[config.mk]
export PLATFORM = sky130hd
export DESIGN_NAME = cpr_front
export DESIGN_NICKNAME = d
export VERILOG_FILES = /design/src/sv/cpr_pkg.sv /design/src/sv/cpr_front.sv
export SDC_FILE = /design/constraint.sdc
export NUM_CORES = 1
export LEC_CHECK = 0
export BUFFER_PORTS_ARGS = -buffer_cell sky130_fd_sc_hd__buf_2
export CAP_MARGIN = 5
export CORE_MARGIN = 2
export CORE_UTILIZATION = 57
export CTS_BUF_LIST = sky130_fd_sc_hd__clkbuf_4
export DETAILED_ROUTE_END_ITERATION = 10
export PLACE_DENSITY = 0.79
export SLEW_MARGIN = 30
export SYNTH_ARGS = -nofsm -noshare
export SYNTH_HDL_FRONTEND = slang
export SYNTH_SLANG_ARGS = --single-unit
export TNS_END_PERCENT = 20
[constraint.sdc]
create_clock -name clk -period 8.2 [get_ports clk]
set_input_delay 1.64 -clock clk [delete_from_list [all_inputs] [get_ports clk]]
set_output_delay 1.64 -clock clk [all_outputs]
set_load 0.1 [all_outputs]
[src/sv/cpr_pkg.sv]
// Shared types, constants and arithmetic helpers for the camera point rotation block.
package cpr_pkg;

  localparam int COORD_WIDTH_DEF    = 32;
  localparam int ANGLE_WIDTH_DEF    = 16;
  localparam int TRIG_FRAC_BITS_DEF = 16;

  localparam int CORDIC_STEPS = 30;
  localparam int CFG_IDX_W    = 2;

  localparam logic [CFG_IDX_W-1:0] REG_YAW   = 2'd0;
  localparam logic [CFG_IDX_W-1:0] REG_PITCH = 2'd1;

  localparam logic signed [33:0] CORDIC_GAIN = 34'sd652032874;

  typedef struct packed {
    logic signed [COORD_WIDTH_DEF-1:0] point_x;
    logic signed [COORD_WIDTH_DEF-1:0] point_y;
    logic signed [COORD_WIDTH_DEF-1:0] point_z;
  } point_in_t;

  typedef struct packed {
    logic signed [COORD_WIDTH_DEF-1:0] rotated_x;
    logic signed [COORD_WIDTH_DEF-1:0] rotated_y;
    logic signed [COORD_WIDTH_DEF-1:0] rotated_z;
  } point_out_t;

  typedef struct packed {
    logic busy;
    logic done;
  } mat_status_t;

  function automatic logic signed [33:0] atan_turn(input logic [4:0] i);
    logic signed [33:0] r;
    case (i)
      5'd0: r = 34'sh020000000;  5'd1: r = 34'sh012E4051E;
      5'd2: r = 34'sh009FB385B;  5'd3: r = 34'sh0051111D4;
      5'd4: r = 34'sh0028B0D43;  5'd5: r = 34'sh00145D7E1;
      5'd6: r = 34'sh000A2F61E;  5'd7: r = 34'sh000517C55;
      5'd8: r = 34'sh00028BE53;  5'd9: r = 34'sh000145F2F;
      5'd10: r = 34'sh0000A2F98; 5'd11: r = 34'sh0000517CC;
      5'd12: r = 34'sh000028BE6; 5'd13: r = 34'sh0000145F3;
      5'd14: r = 34'sh00000A2FA; 5'd15: r = 34'sh00000517D;
      5'd16: r = 34'sh0000028BE; 5'd17: r = 34'sh00000145F;
      5'd18: r = 34'sh000000A30; 5'd19: r = 34'sh000000518;
      5'd20: r = 34'sh00000028C; 5'd21: r = 34'sh000000146;
      5'd22: r = 34'sh0000000A3; 5'd23: r = 34'sh000000051;
      5'd24: r = 34'sh000000029; 5'd25: r = 34'sh000000014;
      5'd26: r = 34'sh00000000A; 5'd27: r = 34'sh000000005;
      5'd28: r = 34'sh000000003; 5'd29: r = 34'sh000000001;
      default: r = '0;
    endcase
    return r;
  endfunction

endpackage

[src/sv/cpr_front.sv]
// Front end: takes items and holds them in a short queue for the back end.
module cpr_front #(
  parameter int DEPTH       = 4
) (
  input  logic                 clk,
  input  logic                 rst,
  input  logic                 push,
  output logic                 full,
  input  cpr_pkg::point_in_t   data_in,
  output logic                 q_valid,
  input  logic                 q_take,
  output cpr_pkg::point_in_t   q_data
);
  import cpr_pkg::*;

  localparam int AW = $clog2(DEPTH);

  point_in_t      mem [DEPTH];
  logic [AW-1:0]  wr_ptr, rd_ptr;
  logic [AW:0]    count;
  logic           wr_en, rd_en;

  assign full    = (count == (AW+1)'(DEPTH));
  assign q_valid = (count != '0);
  assign wr_en   = push && !full;
  assign rd_en   = q_take && q_valid;
  assign q_data  = mem[rd_ptr];

  always_ff @(posedge clk) begin
    if (wr_en) mem[wr_ptr] <= data_in;
    if (rst) begin
      wr_ptr <= '0;
      rd_ptr <= '0;
      count  <= '0;
    end else begin
      if (wr_en) wr_ptr <= wr_ptr + AW'(1);
      if (rd_en) rd_ptr <= rd_ptr + AW'(1);
      count <= count + (AW+1)'(wr_en) - (AW+1)'(rd_en);
    end
  end
endmodule

* Word level (Yosys, flattened, before mapping)
Memories as Yosys holds them, arrays and structs flattened. A register that Yosys moved wholly into a read port is not among the register bits.
Cells that the tools add are included.
** Cells by class
- Add/subtract/negate cells :: 4
- Equality and inequality tests :: 1
- Muxes and demuxes :: 4
- Reduce and logical (&&, ||, !) cells :: 4
** Operators with widths (number)
- 2-bit by 1-bit adder with 2-bit output, second input constant :: 2
- 2-bit two-way mux :: 2
- 3-bit by 1-bit adder with 3-bit output :: 1
- 3-bit == test, second input constant :: 1
- 3-bit nonzero test :: 1
- 3-bit by 1-bit subtractor with 3-bit output :: 1
- 1-bit logical AND :: 2
- 1-bit two-way mux :: 2
- 1-bit logical NOT :: 1
** Storage, ports and cells
- Register bits after elaboration :: 7
- Memory bits (writable) :: 384
- Bits of input ports :: 100
- Output and inout bits :: 98
- Logic and storage cells :: 17
- Memories kept :: 1
** Memories
- mem :: depth 4, bits a word 96, read ports 1, clocked after memory_dff 1, wr ports 1, RTL line cpr_front.sv:18 : point_in_t mem [DEPTH];

* Longest topological paths before layout
Gate-level depths: netlist (run 1).
- Word-level depth :: 5
- Gate-level depth with buffers :: 11

* Worst setup path after synthesis (run 1)
Ideal clock, no wire load.
- Kind :: register to register
- Start :: reg count[2]
- End :: mem mem[0][0] in the netlist's numbering, enable pin
- Library setup time :: 0.686 ns
- Arrival :: 4.415 ns
- Required time :: 7.514 ns
- Path slack :: 3.099 ns
- Cell stages (with the launch flop) :: 4
- Buffers on the path :: 0
- Cells stage by stage :: dfxtp_1 nor3b_1 nor2_1 and2_1
** On the way
- Cells in the longest elaborated chain, start to end :: 5
** RTL lines
- start: declaration :: RTL line cpr_front.sv:20 : logic [AW:0] count;
- start signal: assignment :: RTL line cpr_front.sv:38 : count <= count + (AW+1)'(wr_en) - (AW+1)'(rd_en);
- 3-bit == test :: RTL line cpr_front.sv:23 : assign full = (count == (AW+1)'(DEPTH));
- net full :: RTL line cpr_front.sv:8 : output logic full,
- 1-bit logical NOT :: RTL line cpr_front.sv:25 : assign wr_en = push && !full;
- 1-bit logical AND :: RTL line cpr_front.sv:25
- 1-bit two-way mux :: RTL line cpr_front.sv:30 : if (wr_en) mem[wr_ptr] <= data_in;
- 1-bit two-way mux (not written as such) :: RTL line cpr_front.sv:30
- end: declaration :: RTL line cpr_front.sv:18
The timed path passes the listed nets, and every way through them passes these cells.

==> flow_summary.toml, run 1 <==
[worst_hold_path]
min_path_type = "reg -> reg"

[critical_path]
cpPeakStageDelay_ns = 0.73
start_kind = "register"
arrival_ns = 3.44
worstPathRequired_ns = 6.56
critPathKind = "reg -> out"
end_kind = "primary output"
slowest_stage = "buf_4"
crit_fanout = 43
worstPathCellList = "buf_16 -> buf_4 -> mux4_2 -> buf_2"

[global_routing]
grt_max_degree = 82
grt_use_total = 0.2057
grt_pass1_wl_microns = 40340
grt_pass1_vias = 7528
overflow = 0
antenna_found_initial = 7

[detailed_routing]
drt_iter0_markers = 537
avgViaCountPerCell = 5.554
num_vias = 6787
routed_wl_microns = 26240
final_antenna_net_count = 0
avgRoutedWirePerCell_microns = 21.47
dr.pass1.iters = 5
remaining_drc_errors = 0

[timing]
fin_skew_ns = 0.02597
period_minus_slack_ns = 5.080
rsz0062_at_grt = "no"
final.setup.tns_ns = 0
hold_ws_ns = 0.5314
fmax_ghz = 0.1969
setup_viol = 0
drv_slew = 0
worst_slew_pin_slew_ns = 0.8770
hold_viol_final = 0
slew-limit-headroom = 0.4153
period_share = 0.6195

[die]
die_h_microns = 162.4
start_util = 0.5848
die_w_microns = 162.4
dieArea_sq_um = 26380
ios = 198
rows = 57
fp.coreArea_sq_um = 24460

[logic_synthesis]
ys_warn_count = 0
ys_seq_area_frac = 0.8186
ys_top_cells_by_area = "edfxtp_1 81%, mux4_2 15%, dfxtp_1 1.3%, ha_1 0.52%, buf_6 0.39%"
synthesis.area_sq_um = 14310
synth_top_area_frac = 0.8060
synth_area_leader_cell = "edfxtp_1"
syn_inst = 551
syn_nets = 658
ys_seq_elements = 393
syn_avg_cell_area_sq_um = 25.96
yosysUniqueCellTypes = 24

[outcome]
status = "finished, final reports clean"

[flow_run]
drv_cap = 0

[clocking]
clockRootBuffer = "clkbuf_4"
clk_pin_slew_worst_paths_ns = 0.06
clock_latency_ns = 0.68
cts_tree = "built"
cts_resized = 0
cts_setup_buffers = 0
hold_buffers = 0
cts.sinks = 393
cts_buffers = 96
clk_path_buf_depth = 3
htree_levels = 3

[final_layout]
fillers = 1537
fin_nets = 937
final_common_cell = "edfxtp_1"
final_cell_mix = "384 x edfxtp_1, 197 x buf_2, 140 x clkbuf_4"
fin_area_sq_um = 16840
drive_above_1_share = 0.5089
area_delta_synth_final_pct = 17.72
seq_area_sq_um = 11720
multi_input_area_sq_um = 2429

[placed_design]
io_buffers = 197
dpl-instance-area_sq_um = 15640
gp_congestion = 0.7219
dp_hpwl_microns = 15610
[worst max-delay path: cells and delay by family, from the launching register on]
family / cells / cell delay (ns)
buf+inv: 3 / 1.35
flops: 1 / 0.68
mux: 1 / 0.66
[final cells by class]
cell class,count,share of cell area
timing repair buffer,204,0.06308
tap,324,0.02407
clock inverter,22,0.008470
antenna,4,0.0005944
sequential,393,0.6958
multi-input combinational,129,0.1442
clock buffer,140,0.06241
inverter,6,0.001337
[stage by stage]
step	setup WS, ns	std cells	utilization
6_report	3.120	1222	0.6885
4_1_cts	2.968	1218	0.6880
2_1_floorplan	3.099	551	-
5_1_grt	2.790	1221	0.6884
3_5_place_dp	3.748	1056	0.6393
3_3_place_gp	3.553	1055	0.6380
[routing by layer]
metal,part of all wire,routed length [microns],vias up,GRT usage
li1,-,-,2993,-
met1,0.38,9980,3461,0.2554
met2,0.51,13300,286,0.3356
met3,0.095,2492,43,0.07436
met4,0.017,442,4,0.08045
met5,0.00088,23,-,0
[cells by family after synthesis]
| kind of cell | count (synthesis) | synth area share |
|---|---|---|
| flops | 393 | 0.8186 |
| buf+inv | 29 | 0.01233 |
| xor+xnor | 3 | 0.001837 |
| simple gates | 18 | 0.006822 |
| mux | 97 | 0.1518 |
| compound gates | 4 | 0.001924 |
| fa+ha+maj | 7 | 0.006647 |
[path summary, 6_finish.rpt]
| path | endpoint | depth (start not counted) | from | slack [ns] |
|---|---|---|---|---|
| setup reg to reg | mem[2][73] | 4 | count[1] | 5.38 |
| hold / removal | register | 2 | rd_ptr[1] | 0.53 |
| hold reg to reg | register | 2 | rd_ptr[1] | 0.53 |
| setup / recovery | q_data[25] | 4 | register | 3.12 |
[cells in the mapped netlist]
cell	number
edfxtp_1	384
mux4_2	96
buf_2	11
dfxtp_1	9
clkbuf_1	6
ha_1	6
inv_1	6
nor2_1	6
and2_1	5
buf_6	5
nand2b_1	2
or3_1	2
xor2_1	2
a21oi_1	1
buf_12	1
fa_1	1
mux2i_1	1
nor2b_1	1
nor3_1	1
nor3b_1	1
o21ai_0	1
o311ai_0	1
o31a_1	1
xnor2_1	1
[sequential cells by signal, indices dropped and copies added, names as in the netlist, named ones only]
signal	count
mem	384
count	3
rd_ptr	2
wr_ptr	2
Power of run 1 is not shown: default switching activity piles up to over one toggle a cycle in this logic, so the estimate is an artifact.
==> run 2: changes to the inputs <==
--- a/config.mk
+++ b/config.mk
@@ -5,6 +5,7 @@
 export SDC_FILE = /design/constraint.sdc
 export NUM_CORES = 1
 export LEC_CHECK = 0
+export ABC_AREA = 1
 export BUFFER_PORTS_ARGS = -buffer_cell sky130_fd_sc_hd__buf_2
 export CAP_MARGIN = 5
 export CORE_MARGIN = 2
==> constraint.sdc (replaced) <==
create_clock -name clk -period 5.1 [get_ports clk]
set_input_delay 1.02 -clock clk [delete_from_list [all_inputs] [get_ports clk]]
set_output_delay 1.02 -clock clk [all_outputs]
set_load 0.1 [all_outputs]
==> run 2 against run 1 <==
Synthesized area up 3.1%. Critical path depth unchanged. Count of clock-buffer cells in the layout down 3. Synthesized cell count up 80%. Sequential share of layout area down 0.93 points. Final area up 1.3%. Routed wire length up 13%. Highest routed layer unchanged. Register-to-register slack worse by 2.8 ns. Via count up 34%.
==> flow_summary.toml, run 2 <==
[outcome]
status = "finished, final reports clean"

[logic_synthesis]
synthAdderAreaFrac = 0.006444
synth_top_family_by_area = "compound AO/OA/AOI/OAI gates"
syn_nets = 1101
async_reset_ff_frac = 0
ys_top_cells_by_area = "edfxtp_1 78%, nor2_1 5.2%, o22ai_1 4.1%, o21ai_0 3.5%, o21ai_1 3.1%"
synthesis.area_sq_um = 14760
ys_seq_elements = 393
syn_inst = 994
yosysUniqueCellTypes = 20
synth_compound_area_frac = 0.1085
synth-simple-area-share = 0.05622
synth_common_cells = "384 x edfxtp_1, 205 x nor2_1, 102 x o21ai_0, 96 x o22ai_1, 91 x o21ai_1"
synth_area_leader_cell = "edfxtp_1"
synth_top_area_frac = 0.7814
synth_xor_area_frac = 0
ys.flop_type = "edfxtp_1"
ys_warn_count = 0
synth.most_common_cell = "edfxtp_1"
ys_seq_area_frac = 0.7936
synth_edf_count = 384
syn_avg_cell_area_sq_um = 14.85
synthMuxAreaShare = 0

[critical_path]
start_kind = "register"
arrival_ns = 3.36
worstPathRequired_ns = 4.08
crit_fanout = 83
end_kind = "primary output"
critPathKind = "reg -> out"

[final_layout]
regMostFlops = "mem"
area_delta_synth_final_pct = 15.65
top_regs = "mem (384), count (3)"
drive_above_1_share = 0.2810
final_cell_mix = "384 x edfxtp_1, 201 x nor2_1, 197 x buf_2"
fin_nets = 1347
final_common_cell = "edfxtp_1"
largest_reg_flops = 384

[global_routing]
grt_pass1_vias = 8774
grt_use_total = 0.2162
overflow = 0
grt_max_degree = 97
grt_pass1_wl_microns = 44720
antenna_found_initial = 8

[die]
ios = 198
start_util = 0.5826
dieArea_sq_um = 27190
die_h_microns = 164.9
fp.coreArea_sq_um = 25330
rows = 58
die_w_microns = 164.9

[timing]
period_share = 0.8593
fin_skew_ns = 0.03824
hold_viol_final = 0
slew-limit-headroom = 0.4139
worst_slew_pin_slew_ns = 0.8781
final.setup.tns_ns = 0
rsz0062_at_grt = "no"
drv_slew = 0
period_minus_slack_ns = 4.382
setup_slack_ns = 0.7175
setup_viol = 0
fmax_ghz = 0.2282

[clocking]
cts_buffers = 93
cts_tree = "built"
cts_resized = 0
hold_buffers = 0
clk_path_buf_depth = 3
clk_pin_slew_worst_paths_ns = 0.06
clockRootBuffer = "clkbuf_4"
htree_levels = 3
clock_latency_ns = 0.71
cts.sinks = 393
cts_setup_buffers = 0

[detailed_routing]
dr.pass1.iters = 5
remaining_drc_errors = 0
drt_iter0_markers = 806
avgViaCountPerCell = 5.575
routed_wl_microns = 29660
avgRoutedWirePerCell_microns = 18.15
num_vias = 9110
final_antenna_net_count = 0

[placed_design]
gp_congestion = 0.7613
dp_hpwl_microns = 16590
dpl_worst_slack_ns = 1.444
io_buffers = 197

[flow_run]
drv_cap = 0

[worst_hold_path]
min_path_type = "reg -> reg"

[pwr]
vdd_ir_drop_max_v = 0.0006936
p_per_area_nw_per_um2 = 628.3
total_leakage_power_nw = 6.100
[run 2: cell count changes in the layout (fill, tap and decap cells not counted), sizes merged, moves of 5 or more]
| cell | before | now |
|---|---|---|
| nand2 | 0 | 12 |
| o22ai | 0 | 96 |
| buf | 204 | 213 |
| inv | 9 | 18 |
| nor2 | 6 | 205 |
| mux4 | 96 | 0 |
| o21ai | 1 | 193 |
| and2 | 5 | 0 |
[run 2: through the flow]
step	instances	utilization	hold slack [ns]	power (W)	cell area, sq um
after CTS	1629	0.6732	0.4322	0.01081	17050
after detailed placement	1475	0.6285	0.4785	0.008409	15920
after global placement	1474	0.6275	0.4645	0.008339	15890
after floorplan	994	-	0.4481	0.007763	14760
after global routing	1632	0.6736	0.4398	0.01117	17060
final	1634	0.6738	0.4925	0.01072	17070
[run 2: final cells by class]
type / instances / area [sq um]
diodes: 5 / 12.51
clock buffers: 137 / 1028
clock inverters: 17 / 102.6
fillers: 1778 / 8260
inverters: 17 / 70.07
multi-input cells: 522 / 2556
flip-flops and latches: 393 / 11720
well taps: 330 / 412.9
repair buffers: 213 / 1167
[run 2: critical path, stage by stage (launching register included)]
cell,delay (ns)
dfxtp_4,0.85
buf_4,0.76
o21ai_0,0.24
o22ai_1,0.25
buf_2,0.46
[run 2: kinds of logic (layout without fill, tap and decap cells)]
logic type               count (synthesis)  after routing
buffers and inverters                   79            384
AO/OA/AOI/OAI                          295            295
AND/OR/NAND/NOR                        220            220
other                                    0              5
adder cells (fa/ha/maj)                  7              7
flip-flops                             393            393
[run 2: final timing paths]
| path | startpoint | to | slack, ns | cells past startpoint |
|---|---|---|---|---|
| min | rd_ptr[0] | register | 0.49 | 2 |
| max | register | q_data[57] | 0.72 | 4 |
| max reg2reg | count[1] | mem[2][64] | 2.63 | 5 |
| min reg2reg | rd_ptr[0] | register | 0.49 | 2 |
[run 2: where the power goes]
group	switching, W	internal (W)
registers	0.000131	0.00393
clock network	0.00112	0.00127
logic	0.00365	0.000617
total	0.00491	0.00581
[run 2: metal layers]
layer / wire length, microns / part of all wire / track usage / vias up
met3: 2988 / 0.10 / 0.08187 / 46
met5: 49 / 0.0017 / 0 / -
li1: - / - / - / 4304
met1: 11820 / 0.40 / 0.2658 / 4395
met2: 14360 / 0.48 / 0.3551 / 357
met4: 446 / 0.015 / 0.07352 / 8
(Power assumes the default switching activity.)
==> run 3: changes to the inputs <==
--- a/config.mk
+++ b/config.mk
@@ -9,10 +9,10 @@
 export BUFFER_PORTS_ARGS = -buffer_cell sky130_fd_sc_hd__buf_2
 export CAP_MARGIN = 5
 export CORE_MARGIN = 2
-export CORE_UTILIZATION = 57
+export CORE_UTILIZATION = 50
 export CTS_BUF_LIST = sky130_fd_sc_hd__clkbuf_4
 export DETAILED_ROUTE_END_ITERATION = 10
-export PLACE_DENSITY = 0.79
+export PLACE_DENSITY = 0.71
 export SLEW_MARGIN = 30
 export SYNTH_ARGS = -nofsm -noshare
 export SYNTH_HDL_FRONTEND = slang
==> run 3 against run 2 <==
Critical path type unchanged. Sequential share of layout area fell by 0.54 points. Sequential power is essentially flat. Non-clock buffer count rose by 2.
==> flow_summary.toml, run 3 (synthesis gave the netlist of run 2 again) <==
[timing]
worst_slew_pin_slew_ns = 0.9266
hold_viol_final = 0
setup_slack_ns = 1.031
fin_skew_ns = 0.03897
final.setup.tns_ns = 0
setup_viol = 0
slew-limit-headroom = 0.3822
period_share = 0.7978
drv_slew = 0
period_minus_slack_ns = 4.069
fmax_ghz = 0.2458
hold_ws_ns = 0.5084
rsz0062_at_grt = "no"

[clocking]
htree_levels = 3
clk_pin_slew_worst_paths_ns = 0.06
cts_tree = "built"
clock_latency_ns = 0.69
cts_resized = 0
clockRootBuffer = "clkbuf_4"
cts_setup_buffers = 0
cts_buffers = 96
clk_path_buf_depth = 3
hold_buffers = 0
cts.sinks = 393

[critical_path]
crit_fanout = 64
critPathKind = "reg -> out"
worstRegToRegCells = 5
cpPeakStageDelay_ns = 0.76
cp-endpoint = "q_data[16]"
worstReg2RegStart = "count[1]"
end_kind = "primary output"
rrSetupSlack_ns = 2.57
timing.rr.end = "mem[2][58]"
slowest_stage = "dfxtp_4"
worstPathCellList = "buf_4 -> o21ai_0 -> o22ai_1 -> buf_2"
critPathBufInv = 2
worstPathRequired_ns = 4.08
arrival_ns = 3.05
start_kind = "register"
crit_cells = 4
cp_top_family = "buffers and inverters"

[detailed_routing]
routed_wl_microns = 30030
final_antenna_net_count = 0
avgRoutedWirePerCell_microns = 17.78
dr.pass1.iters = 5
drt_iter0_markers = 576
remaining_drc_errors = 0
avgViaCountPerCell = 5.329
num_vias = 9000

[die]
dieArea_sq_um = 30900
die_w_microns = 175.8
start_util = 0.5114
rows = 62
ios = 198
fp.coreArea_sq_um = 28860
die_h_microns = 175.8

[pwr]
total_leakage_power_nw = 6.137
switching_share = 0.4544
vdd_ir_drop_max_v = 0.0004635
seqPwrFrac = 0.376
power_frac_clock = 0.227
p_per_area_nw_per_um2 = 626.4
switchingPower_w = 0.004896
intPower_w = 0.005880
comb_power_share = 0.397

[placed_design]
dp_hpwl_microns = 16980
gp_congestion = 0.7119
placedCellCount = 1531
io_buffers = 197
dpl_worst_slack_ns = 1.700

[final_layout]
drive_above_1_share = 0.2817
area_delta_synth_final_pct = 16.58
regMostFlops = "mem"
fillers = 2320
fin_nets = 1352
largest_reg_flops = 384
final_cell_mix = "384 x edfxtp_1, 201 x nor2_1, 197 x buf_2"
fin_cells = 1689
multi_input_area_sq_um = 2556
top_regs = "mem (384), count (3)"
fin_util = 0.5961
seq_area_sq_um = 11720
final_common_cell = "edfxtp_1"

[global_routing]
antenna_found_initial = 4
grt_max_degree = 97
grt_pass1_vias = 9387
grt_use_total = 0.1947
overflow = 0
grt_pass1_wl_microns = 46990

[worst_hold_path]
min_path_type = "reg -> reg"
min_delay_path_depth = 2

[outcome]
status = "finished, final reports clean"

[flow_run]
drv_cap = 0
==> run 3: cell count changes in the layout (fill, tap and decap cells not counted), sizes merged <==
cell and change:
clkinvlp -1, bufinv +1, inv -1, clkbuf +2, buf +2, diode -3
clkinv +1
==> run 3: cell type report <==
| type | instances | share of cell area |
|---|---|---|
| Timing Repair Buffer | 215 | 0.07019 |
| Sequential cell | 393 | 0.6811 |
| Multi-Input combinational cell | 522 | 0.1486 |
| Inverter | 17 | 0.004000 |
| Clock inverter | 17 | 0.007273 |
| Clock buffer | 139 | 0.06066 |
| Antenna cell | 2 | 0.0002909 |
| Tap cell | 384 | 0.02793 |
==> run 3: tightest hold or removal path, cell delays in order (launching register included) <==
cell and delay [ns]:
dfxtp_1 0.33, a21oi_1 0.06, nor2_1 0.08
==> run 3: power groups by stage <==
stage / Sequential (W) / Combinational, W / Clock [W]
after detailed placement: 0.00412 / 0.00430 / 0
after global placement: 0.00411 / 0.00425 / 0
after floorplan: 0.00411 / 0.00365 / 0
after global routing: 0.00409 / 0.00447 / 0.00268
final: 0.00405 / 0.00428 / 0.00245
after CTS: 0.00406 / 0.00431 / 0.00252
==> run 3: how the worst min path moves through the flow <==
stage / startpoint / to / slack, ns
floorplan: rd_ptr[0] / register / 0.45
global placement: rd_ptr[0] / rd_ptr[0] / 0.46
detailed placement: rd_ptr[0] / rd_ptr[0] / 0.50
CTS: rst / count[1] / 0.45
global route: rst / count[1] / 0.45
finish: rd_ptr[0] / rd_ptr[0] / 0.51
==> run 3: through the flow <==
stage	area (sq um)	total power (W)
floorplan	14760	0.007763
global placement	16000	0.008364
detailed placement	16030	0.008420
CTS	17190	0.01088
global route	17200	0.01124
finish	17200	0.01078
==> run 3: routing by layer <==
layer / up-vias / global-route usage / share of wire
met5: - / 0 / 0.00073
met4: 4 / 0.06990 / 0.014
met3: 42 / 0.06840 / 0.089
met2: 298 / 0.3132 / 0.47
met1: 4353 / 0.2465 / 0.42
li1: 4303 / - / -
